===== src/sv/sha1md_pkg.sv =====
`timescale 1ns / 1ps
// sha1md_pkg: shared types and constants of the sha-1 digest unit
// depends on nothing; used by the round unit, schedule line and top level

package sha1md_pkg;

  typedef logic [31:0] word_t;

  // working variables a..e of the compression
  typedef struct packed {
    word_t a;
    word_t b;
    word_t c;
    word_t d;
    word_t e;
  } rvars_t;

  // schedule line control
  typedef struct packed {
    logic shift;   // advance the line by one word
    logic ext;     // take the external word instead of the schedule word
    logic expand;  // round index 16 or above: produce an expanded word
  } sched_ctl_t;

  localparam word_t IV0 = 32'h67452301;
  localparam word_t IV1 = 32'hEFCDAB89;
  localparam word_t IV2 = 32'h98BADCFE;
  localparam word_t IV3 = 32'h10325476;
  localparam word_t IV4 = 32'hC3D2E1F0;

  localparam word_t K0 = 32'h5A827999;
  localparam word_t K1 = 32'h6ED9EBA1;
  localparam word_t K2 = 32'h8F1BBCDC;
  localparam word_t K3 = 32'hCA62C1D6;

  localparam logic [7:0] PAD_BYTE = 8'h80;

  localparam int unsigned ROUND_W = 7;
  localparam logic [ROUND_W-1:0] ROUND_LAST  = 7'd79;
  localparam logic [ROUND_W-1:0] ROUND_EXP   = 7'd16;
  localparam logic [ROUND_W-1:0] ROUND_STG1  = 7'd20;
  localparam logic [ROUND_W-1:0] ROUND_STG2  = 7'd40;
  localparam logic [ROUND_W-1:0] ROUND_STG3  = 7'd60;

endpackage


===== src/sv/sha1md_round.sv =====
`timescale 1ns / 1ps
// sha1md_round: one sha-1 round, shared by all 80 rounds of a block
// depends on sha1md_pkg

module sha1md_round (
  input  sha1md_pkg::rvars_t                    vars_i,
  input  sha1md_pkg::word_t                     w_i,
  input  logic [sha1md_pkg::ROUND_W-1:0]        idx_i,
  output sha1md_pkg::rvars_t                    vars_o
);

  sha1md_pkg::word_t f;
  sha1md_pkg::word_t k;
  sha1md_pkg::word_t t;

  always_comb begin
    if (idx_i < sha1md_pkg::ROUND_STG1) begin
      f = (vars_i.b & vars_i.c) | (~vars_i.b & vars_i.d);
      k = sha1md_pkg::K0;
    end else if (idx_i < sha1md_pkg::ROUND_STG2) begin
      f = vars_i.b ^ vars_i.c ^ vars_i.d;
      k = sha1md_pkg::K1;
    end else if (idx_i < sha1md_pkg::ROUND_STG3) begin
      f = (vars_i.b & vars_i.c) | (vars_i.b & vars_i.d) | (vars_i.c & vars_i.d);
      k = sha1md_pkg::K2;
    end else begin
      f = vars_i.b ^ vars_i.c ^ vars_i.d;
      k = sha1md_pkg::K3;
    end
    t = {vars_i.a[26:0], vars_i.a[31:27]} + f + vars_i.e + k + w_i;
  end

  assign vars_o.a = t;
  assign vars_o.b = vars_i.a;
  assign vars_o.c = {vars_i.b[1:0], vars_i.b[31:2]};
  assign vars_o.d = vars_i.c;
  assign vars_o.e = vars_i.d;

endmodule


===== src/sv/sha1md_sched.sv =====
`timescale 1ns / 1ps
// sha1md_sched: sixteen-word shift line holding the block and rolling schedule
// depends on sha1md_pkg

module sha1md_sched (
  input  logic                   clk,
  input  sha1md_pkg::sched_ctl_t ctl_i,
  input  sha1md_pkg::word_t      ext_word_i,
  output sha1md_pkg::word_t      cur_word_o
);

  sha1md_pkg::word_t w_r [16];
  sha1md_pkg::word_t x;
  sha1md_pkg::word_t shift_in;

  // taps: w_r[0] is w[i-16], w_r[2] w[i-14], w_r[8] w[i-8], w_r[13] w[i-3]
  assign x          = w_r[13] ^ w_r[8] ^ w_r[2] ^ w_r[0];
  assign cur_word_o = ctl_i.expand ? {x[30:0], x[31]} : w_r[0];
  assign shift_in   = ctl_i.ext ? ext_word_i : cur_word_o;

  always_ff @(posedge clk) begin
    if (ctl_i.shift) begin
      for (int j = 0; j < 15; j++) begin
        w_r[j] <= w_r[j+1];
      end
      w_r[15] <= shift_in;
    end
  end

endmodule


===== src/sv/sha1_message_digest_unit.sv =====
`timescale 1ns / 1ps
// sha1_message_digest_unit: streaming sha-1 engine, top level and sequencer
// depends on sha1md_pkg, sha1md_round, sha1md_sched

// Byte-serial SHA-1. One message byte per input transaction; the byte is
// absorbed and the input is ready again in the next cycle, except on the
// 64th byte of a block, which starts the compression: the 80 rounds run in
// turn through the single shared round unit, then the working variables
// are folded into the chaining value with one adder, the input stalled
// throughout. A transaction with in_last_byte set adds the padding: the
// 0x80 word, zero words up to word 14 and a turnaround step, the two length
// words, and one or two more compressions (two when the 0x80 lands in
// word 14 or 15, with one more turnaround step before
// the first of them). The five digest words h0..h4
// then leave on the out_ channel, one per transaction, out_last_word marking
// h4; the input stays stalled until h4 is taken, and the engine then starts a
// fresh message. An item with neither a byte nor last is taken and ignored; an
// item with last and no byte finishes whatever was absorbed (the empty message
// if nothing was).

module sha1_message_digest_unit (
  input  logic        clk,
  input  logic        rst_n,
  input  logic        in_valid,
  output logic        in_stall,
  input  logic [7:0]  in_data_byte,
  input  logic        in_has_byte,
  input  logic        in_last_byte,
  output logic        out_valid,
  input  logic        out_stall,
  output logic [31:0] out_digest_word,
  output logic        out_last_word
);

  typedef enum logic [2:0] {
    S_IDLE,
    S_ROUND,
    S_FOLD,
    S_PAD80,
    S_ZERO,
    S_LENHI,
    S_LENLO,
    S_OUT
  } state_t;

  typedef enum logic [1:0] {
    PH_ABSORB,
    PH_PAD,
    PH_LEN
  } phase_t;

  localparam logic [4:0] WCNT_FULL = 5'd16;
  localparam logic [4:0] WCNT_LEN  = 5'd14;
  localparam logic [2:0] FOLD_LAST = 3'd4;
  localparam logic [2:0] OUT_LAST  = 3'd4;
  localparam logic [5:0] POS_LAST  = 6'd63;
  localparam logic [1:0] BYTE_LAST = 2'd3;

  state_t            state_r, state_nxt;
  phase_t            phase_r, phase_nxt;
  logic              last_r, last_nxt;
  logic [63:0]       bitcnt_r, bitcnt_nxt;
  logic [4:0]        wcnt_r, wcnt_nxt;
  logic [6:0]        ridx_r, ridx_nxt;
  logic [2:0]        fcnt_r, fcnt_nxt;
  logic [2:0]        ocnt_r, ocnt_nxt;
  sha1md_pkg::word_t h_r [5];
  sha1md_pkg::word_t h_nxt [5];
  sha1md_pkg::word_t acc_r, acc_nxt;
  sha1md_pkg::rvars_t v_r, v_nxt;

  sha1md_pkg::rvars_t     round_out;
  sha1md_pkg::word_t      cur_word;
  sha1md_pkg::word_t      ext_word;
  sha1md_pkg::sched_ctl_t sctl;

  logic [5:0]        pos;
  logic [4:0]        sh;
  sha1md_pkg::word_t base;
  sha1md_pkg::word_t in_word;
  sha1md_pkg::word_t pad_word;
  sha1md_pkg::rvars_t h_vars;

  // byte position in the block comes from the bit count
  assign pos      = bitcnt_r[8:3];
  // big-endian lane: byte 0 of a word sits in bits 31:24
  assign sh       = {~pos[1:0], 3'b000};
  assign base     = (pos[1:0] == 2'd0) ? '0 : acc_r;
  assign in_word  = base | (sha1md_pkg::word_t'(in_data_byte) << sh);
  assign pad_word = base | (sha1md_pkg::word_t'(sha1md_pkg::PAD_BYTE) << sh);
  assign h_vars   = '{a: h_r[0], b: h_r[1], c: h_r[2], d: h_r[3], e: h_r[4]};

  sha1md_round u_round (
    .vars_i (v_r),
    .w_i    (cur_word),
    .idx_i  (ridx_r),
    .vars_o (round_out)
  );

  sha1md_sched u_sched (
    .clk        (clk),
    .ctl_i      (sctl),
    .ext_word_i (ext_word),
    .cur_word_o (cur_word)
  );

  assign in_stall        = (state_r != S_IDLE);
  assign out_valid       = (state_r == S_OUT);
  assign out_digest_word = h_r[0];
  assign out_last_word   = (ocnt_r == OUT_LAST);

  always_comb begin
    state_nxt  = state_r;
    phase_nxt  = phase_r;
    last_nxt   = last_r;
    bitcnt_nxt = bitcnt_r;
    wcnt_nxt   = wcnt_r;
    ridx_nxt   = ridx_r;
    fcnt_nxt   = fcnt_r;
    ocnt_nxt   = ocnt_r;
    h_nxt      = h_r;
    acc_nxt    = acc_r;
    v_nxt      = v_r;
    sctl       = '0;
    ext_word   = in_word;

    case (state_r)
      S_IDLE: begin
        if (in_valid) begin
          last_nxt = in_last_byte;
          if (in_has_byte) begin
            acc_nxt    = in_word;
            bitcnt_nxt = bitcnt_r + 64'd8;
            if (pos[1:0] == BYTE_LAST) begin
              sctl.shift = 1'b1;
              sctl.ext   = 1'b1;
            end
          end
          if (in_has_byte && pos == POS_LAST) begin
            // full block: compress before anything else
            v_nxt     = h_vars;
            ridx_nxt  = '0;
            state_nxt = S_ROUND;
          end else if (in_last_byte) begin
            state_nxt = S_PAD80;
          end
        end
      end

      S_ROUND: begin
        sctl.shift   = 1'b1;
        sctl.expand  = (ridx_r >= sha1md_pkg::ROUND_EXP);
        v_nxt        = round_out;
        ridx_nxt     = ridx_r + 7'd1;
        if (ridx_r == sha1md_pkg::ROUND_LAST) begin
          ridx_nxt  = '0;
          fcnt_nxt  = '0;
          state_nxt = S_FOLD;
        end
      end

      S_FOLD: begin
        // rotate chain and working variables together through one adder
        for (int j = 0; j < 4; j++) begin
          h_nxt[j] = h_r[j+1];
        end
        h_nxt[4] = h_r[0] + v_r.a;
        v_nxt    = '{a: v_r.b, b: v_r.c, c: v_r.d, d: v_r.e, e: v_r.a};
        fcnt_nxt = fcnt_r + 3'd1;
        if (fcnt_r == FOLD_LAST) begin
          case (phase_r)
            PH_ABSORB: state_nxt = last_r ? S_PAD80 : S_IDLE;
            PH_PAD: begin
              wcnt_nxt  = '0;
              state_nxt = S_ZERO;
            end
            PH_LEN: begin
              ocnt_nxt  = '0;
              state_nxt = S_OUT;
            end
            default: state_nxt = S_IDLE;
          endcase
        end
      end

      S_PAD80: begin
        sctl.shift = 1'b1;
        sctl.ext   = 1'b1;
        ext_word   = pad_word;
        wcnt_nxt   = {1'b0, pos[5:2]} + 5'd1;
        phase_nxt  = PH_PAD;
        state_nxt  = S_ZERO;
      end

      S_ZERO: begin
        if (wcnt_r == WCNT_FULL) begin
          // no room for the length: compress and pad a second block
          v_nxt     = h_vars;
          ridx_nxt  = '0;
          state_nxt = S_ROUND;
        end else if (wcnt_r == WCNT_LEN) begin
          state_nxt = S_LENHI;
        end else begin
          sctl.shift = 1'b1;
          sctl.ext   = 1'b1;
          ext_word   = '0;
          wcnt_nxt   = wcnt_r + 5'd1;
        end
      end

      S_LENHI: begin
        sctl.shift = 1'b1;
        sctl.ext   = 1'b1;
        ext_word   = bitcnt_r[63:32];
        state_nxt  = S_LENLO;
      end

      S_LENLO: begin
        sctl.shift = 1'b1;
        sctl.ext   = 1'b1;
        ext_word   = bitcnt_r[31:0];
        phase_nxt  = PH_LEN;
        v_nxt      = h_vars;
        ridx_nxt   = '0;
        state_nxt  = S_ROUND;
      end

      S_OUT: begin
        if (!out_stall) begin
          for (int j = 0; j < 4; j++) begin
            h_nxt[j] = h_r[j+1];
          end
          h_nxt[4] = h_r[0];
          ocnt_nxt = ocnt_r + 3'd1;
          if (ocnt_r == OUT_LAST) begin
            // message done: back to the initial chaining value
            h_nxt[0]   = sha1md_pkg::IV0;
            h_nxt[1]   = sha1md_pkg::IV1;
            h_nxt[2]   = sha1md_pkg::IV2;
            h_nxt[3]   = sha1md_pkg::IV3;
            h_nxt[4]   = sha1md_pkg::IV4;
            bitcnt_nxt = '0;
            phase_nxt  = PH_ABSORB;
            last_nxt   = 1'b0;
            ocnt_nxt   = '0;
            state_nxt  = S_IDLE;
          end
        end
      end

      default: state_nxt = S_IDLE;
    endcase
  end

  always_ff @(posedge clk) begin
    if (!rst_n) begin
      state_r  <= S_IDLE;
      phase_r  <= PH_ABSORB;
      last_r   <= 1'b0;
      bitcnt_r <= '0;
      wcnt_r   <= '0;
      ridx_r   <= '0;
      fcnt_r   <= '0;
      ocnt_r   <= '0;
      h_r[0]   <= sha1md_pkg::IV0;
      h_r[1]   <= sha1md_pkg::IV1;
      h_r[2]   <= sha1md_pkg::IV2;
      h_r[3]   <= sha1md_pkg::IV3;
      h_r[4]   <= sha1md_pkg::IV4;
    end else begin
      state_r  <= state_nxt;
      phase_r  <= phase_nxt;
      last_r   <= last_nxt;
      bitcnt_r <= bitcnt_nxt;
      wcnt_r   <= wcnt_nxt;
      ridx_r   <= ridx_nxt;
      fcnt_r   <= fcnt_nxt;
      ocnt_r   <= ocnt_nxt;
      h_r      <= h_nxt;
    end
  end

  // datapath registers, no reset needed
  always_ff @(posedge clk) begin
    acc_r <= acc_nxt;
    v_r   <= v_nxt;
  end

endmodule


===== config.mk =====
export PLATFORM = sky130hd
export DESIGN_NAME = sha1_message_digest_unit
export DESIGN_NICKNAME = d
export VERILOG_FILES = /design/src/sv/sha1md_pkg.sv /design/src/sv/sha1md_round.sv /design/src/sv/sha1md_sched.sv /design/src/sv/sha1_message_digest_unit.sv
export SDC_FILE = /design/constraint.sdc
export NUM_CORES = 2
export LEC_CHECK = 0
export BUFFER_PORTS_ARGS = -buffer_cell sky130_fd_sc_hd__buf_2
export CELL_PAD_IN_SITES_DETAIL_PLACEMENT = 0
export CELL_PAD_IN_SITES_GLOBAL_PLACEMENT = 1
export CORE_ASPECT_RATIO = 0.5
export CORE_MARGIN = 8
export CORE_UTILIZATION = 50
export DETAILED_ROUTE_END_ITERATION = 10
export PLACE_DENSITY = 0.84
export SYNTH_ARGS = -nofsm -noshare
export SYNTH_HDL_FRONTEND = slang
export SYNTH_SLANG_ARGS = --single-unit
export TNS_END_PERCENT = 30

===== constraint.sdc =====
create_clock -name clk -period 39.3 [get_ports clk]
set_input_delay 1.965 -clock clk [delete_from_list [all_inputs] [get_ports clk]]
set_output_delay 1.965 -clock clk [all_outputs]
set_load 0.01 [all_outputs]

==> metrics.md <==
| Metric | Value |
|---|---|
| Status | complete, no violations |
| CTS tree | done |
| Worst Setup End Kind | register |
| Post-layout net count | 3904 |
| Measured slew at the worst slew-check pin | 1.228 ns |
| Routed WL | between 100000 and 150000 microns |
| Largest family of logic cells by synthesized area | compound AO/OA/AOI/OAI gates |
| Worst EP required | ~40 ns |
| Worst Hold Class | reg2reg |
| Vias/cell | 5.872 |
| CTS Root Cell | clkbuf_16 |
| Synth cell types | 91 |
| Simple-gate portion of the synthesized area | 10.67% |
| Final min period | about 6.5 ns |
| Worst-path clk slew | 0.07 ns |
| Cts hold-fix bufs | 0 |
| Max-slew violations | 0 |
| DRC | 0 |
| Mux contribution to synthesized area | 1.393% |
| Site Rows | 77 |
| Layout cells sized above 1 | 6.995% |
| Die Y | around 230 microns |
| First-pass detailed-route iteration total | 8 |
| CTS H-tree lvls | 3 |
| Async S/R FF share, synth | 0% |
| DR WL/cell | 22.58 microns |
| Crit Path Category | reg2reg |
| Initial Utilization | between 50% and 60% |
| Rel. slew slack | 17.56% |
| Syn Inst Count | 3741 |
| Top FF cell, synth | edfxtp_1 |
| HPWL Detailed | ~75000 microns |
| Slowest stage delay, CP | 0.55 ns |
| PortBufs | 48 |
| DRT antenna net count | 0 |
| Via count | 29042 |
| Post-synthesis compound-gate area fraction | 12.88% |
| GRT Util Overall | 22.16% |
| Latest clock arrival within the worst-skew pair | 0.68 ns |
| Placed instance area | 0.04519 sq mm |
| Most frequent cells in the layout | edfxtp_1, nand2_1, dfxtp_1, inv_1, nor2_1 |
| Final GP Congestion | 0.9230 |
| Final Hold Fails | 0 |
| Worst-case clock buffer depth | 3 |
| Synth Warn # | 0 |
| Vias in the first global route | 27593 |
| Initial antenna violation count | 2 |
| CTS Sinks | 949 |
| Adder-Cell Fraction of Synth Area | 7.583% |
| Critical Path Fanout Max | 24 |
| Most common cell after layout, fill and taps aside | edfxtp_1 |
| Synth-to-Final Area Change | 9.007% |
| Max_cap viols | 0 |
| Total clock buffers created by CTS | 83 |
| Fmax | 153.3 MHz |
| I/O pin total | ~50 |
| Fin Hold WS | about 0.41 ns |
| PostCTS Resize Cnt | 0 |
| Netlist Area Pre-Place | 0.04402 sq mm |
| Largest net degree at the start of global routing | just over 200 |
| DIE WIDTH | ~440 microns |
| Clk_skew | 0.02221 ns |
| Grt total ovfl | 0 |
| Dominant cell type by area after synthesis | edfxtp_1 |
| Setup TNS | 0 ns |
| XOR/XNOR Fraction of Synth Area | 4.039% |
| Post-CTS Setup Inserts | 0 |
| Core Box Area | 0.08777 sq mm |
| Final Setup Violations | 0 |
| CP cell instances | a41oi_2 > nand2_1 > buf_4 > inv_2 > nor2_2 > buf_4 > a221o_1 > fa_1 > inv_1 > fa_1 > inv_1 > ha_1 > a211o_1 > a2111oi_2 > o21ai_0 > a21oi_1 > o21ai_0 > and2_1 > a221oi_2 > o21ai_0 > xnor2_1 > o21ai_0 |
| EDFF count, synth | 704 |
| Final Cycle Share | between 10% and 20% |
| Setup crit start kind | register |
| Synth top area share | between 40% and 50% |
| Cell mode on critical path | o21ai_0 |
| Ranking of synthesized cells by area | edfxtp_1, dfxtp_1, fa_1 |
| Arrival @ worst endpoint | slightly below 7 ns |
| Fillers | 7322 |
| Final instance area | 0.04799 sq mm |
| Post-synth net total | approximately 4000 |
| Crit path max-delay cell type | fa_1 |
| First DRT Iteration DRCs | about 3700 |
| First-pass GRT wire length | approximately 170000 microns |
| Die ar. | 0.09838 sq mm |
| #FFs+latches synth | 949 |
| RSZ-0062 raised after global routing | no |
| Syn avg cell area | 11.77 sq um |
| Sequential area share after synthesis | 59.16% |
==> final timing paths <==
path	slack [ns]	to	startpoint	cells past startpoint
setup reg to reg	32.78	v_r[158]$_DFFE_PP_	ridx_r[5]$_SDFFE_PN0P_	22
hold reg to reg	0.41	u_sched.w_r[4][4]$_DFFE_PP_	u_sched.w_r[5][4]$_DFFE_PP_	0
setup / recovery	32.78	v_r[158]$_DFFE_PP_	ridx_r[5]$_SDFFE_PN0P_	22
hold / removal	0.41	u_sched.w_r[4][4]$_DFFE_PP_	u_sched.w_r[5][4]$_DFFE_PP_	0
==> logic make-up (layout without fill, tap and decap cells) <==
logic type / Yosys count / count (layout)
XOR/XNOR: 203 / 203
AND/OR/NAND/NOR: 1052 / 1052
adder cells (fa/ha/maj): 199 / 199
flip-flops: 949 / 949
multiplexers: 61 / 61
AO/OA/AOI/OAI: 816 / 816
other: 0 / 1
buffers and inverters: 461 / 480
==> worst max-delay path: cells and delay by family (launching register included) <==
| kind | cells | cell delay, ns |
|---|---|---|
| adders and majority gates | 3 | 1.35 |
| DFF | 1 | 0.41 |
| AOI/OAI and AO/OA | 10 | 2.75 |
| and+or+nand+nor | 3 | 0.46 |
| buffers and inverters | 5 | 1.09 |
| xor gates and xnor gates | 1 | 0.17 |
==> synthesized netlist by cell type, types with 100 or more instances <==
cell and count:
nand2_1 475, edfxtp_1 704, fa_1 113, a22oi_1 142
a21oi_1 100, dfxtp_1 245, nor2_1 218, o21ai_0 204
clkbuf_1 168, nand3_1 120, xnor2_1 145, inv_1 230
==> state kept, by name, indices dropped and copies added (netlist names) <==
name	flops
acc_r	32
bitcnt_r	61
fcnt_r	3
h_r	128
last_r	1
ocnt_r	3
out_digest_word	32
phase_r	2
ridx_r	7
state_r	3
u_sched.w_r	512
v_r	160
wcnt_r	5
==> through the flow <==
| step | util [%] | setup WS (ns) | cells |
|---|---|---|---|
| 6_report | 54.68 | 32.78 | 4946 |
| 5_1_grt | 54.67 | 32.38 | 4945 |
| 4_1_cts | 54.67 | 32.83 | 4945 |
| 3_5_place_dp | 51.49 | 32.84 | 4791 |
| 3_3_place_gp | 51.49 | 32.94 | 4791 |
| 2_1_floorplan | - | 22.41 | 3741 |
==> metal layers <==
metal	share of wire (%)	wire, microns	vias to the layer above	global-route usage, %
met1	46	51350	14384	32.86
li1	-	-	13312	-
met3	9.2	10230	166	5.752
met4	2.5	2843	2	6.339
met5	0.10	113	-	0.8301
met2	42	47160	1178	31.99
==> cell type report <==
cell class | instances | area (sq um) | share of cell area (%)
clock buffers | 107 | 2215 | 4.615
multi-input cells | 2331 | 16190 | 33.74
repair buffers | 92 | 598.1 | 1.246
flip-flops and latches | 949 | 26050 | 54.27
well taps | 1185 | 1483 | 3.090
clock inverters | 47 | 578.1 | 1.205
diodes | 1 | 2.502 | 0.005215
inverters | 234 | 878.3 | 1.830
Power is left out: the tool's default activity adds up to more than one toggle a clock period on the data nets, which glitch-free logic cannot reach.
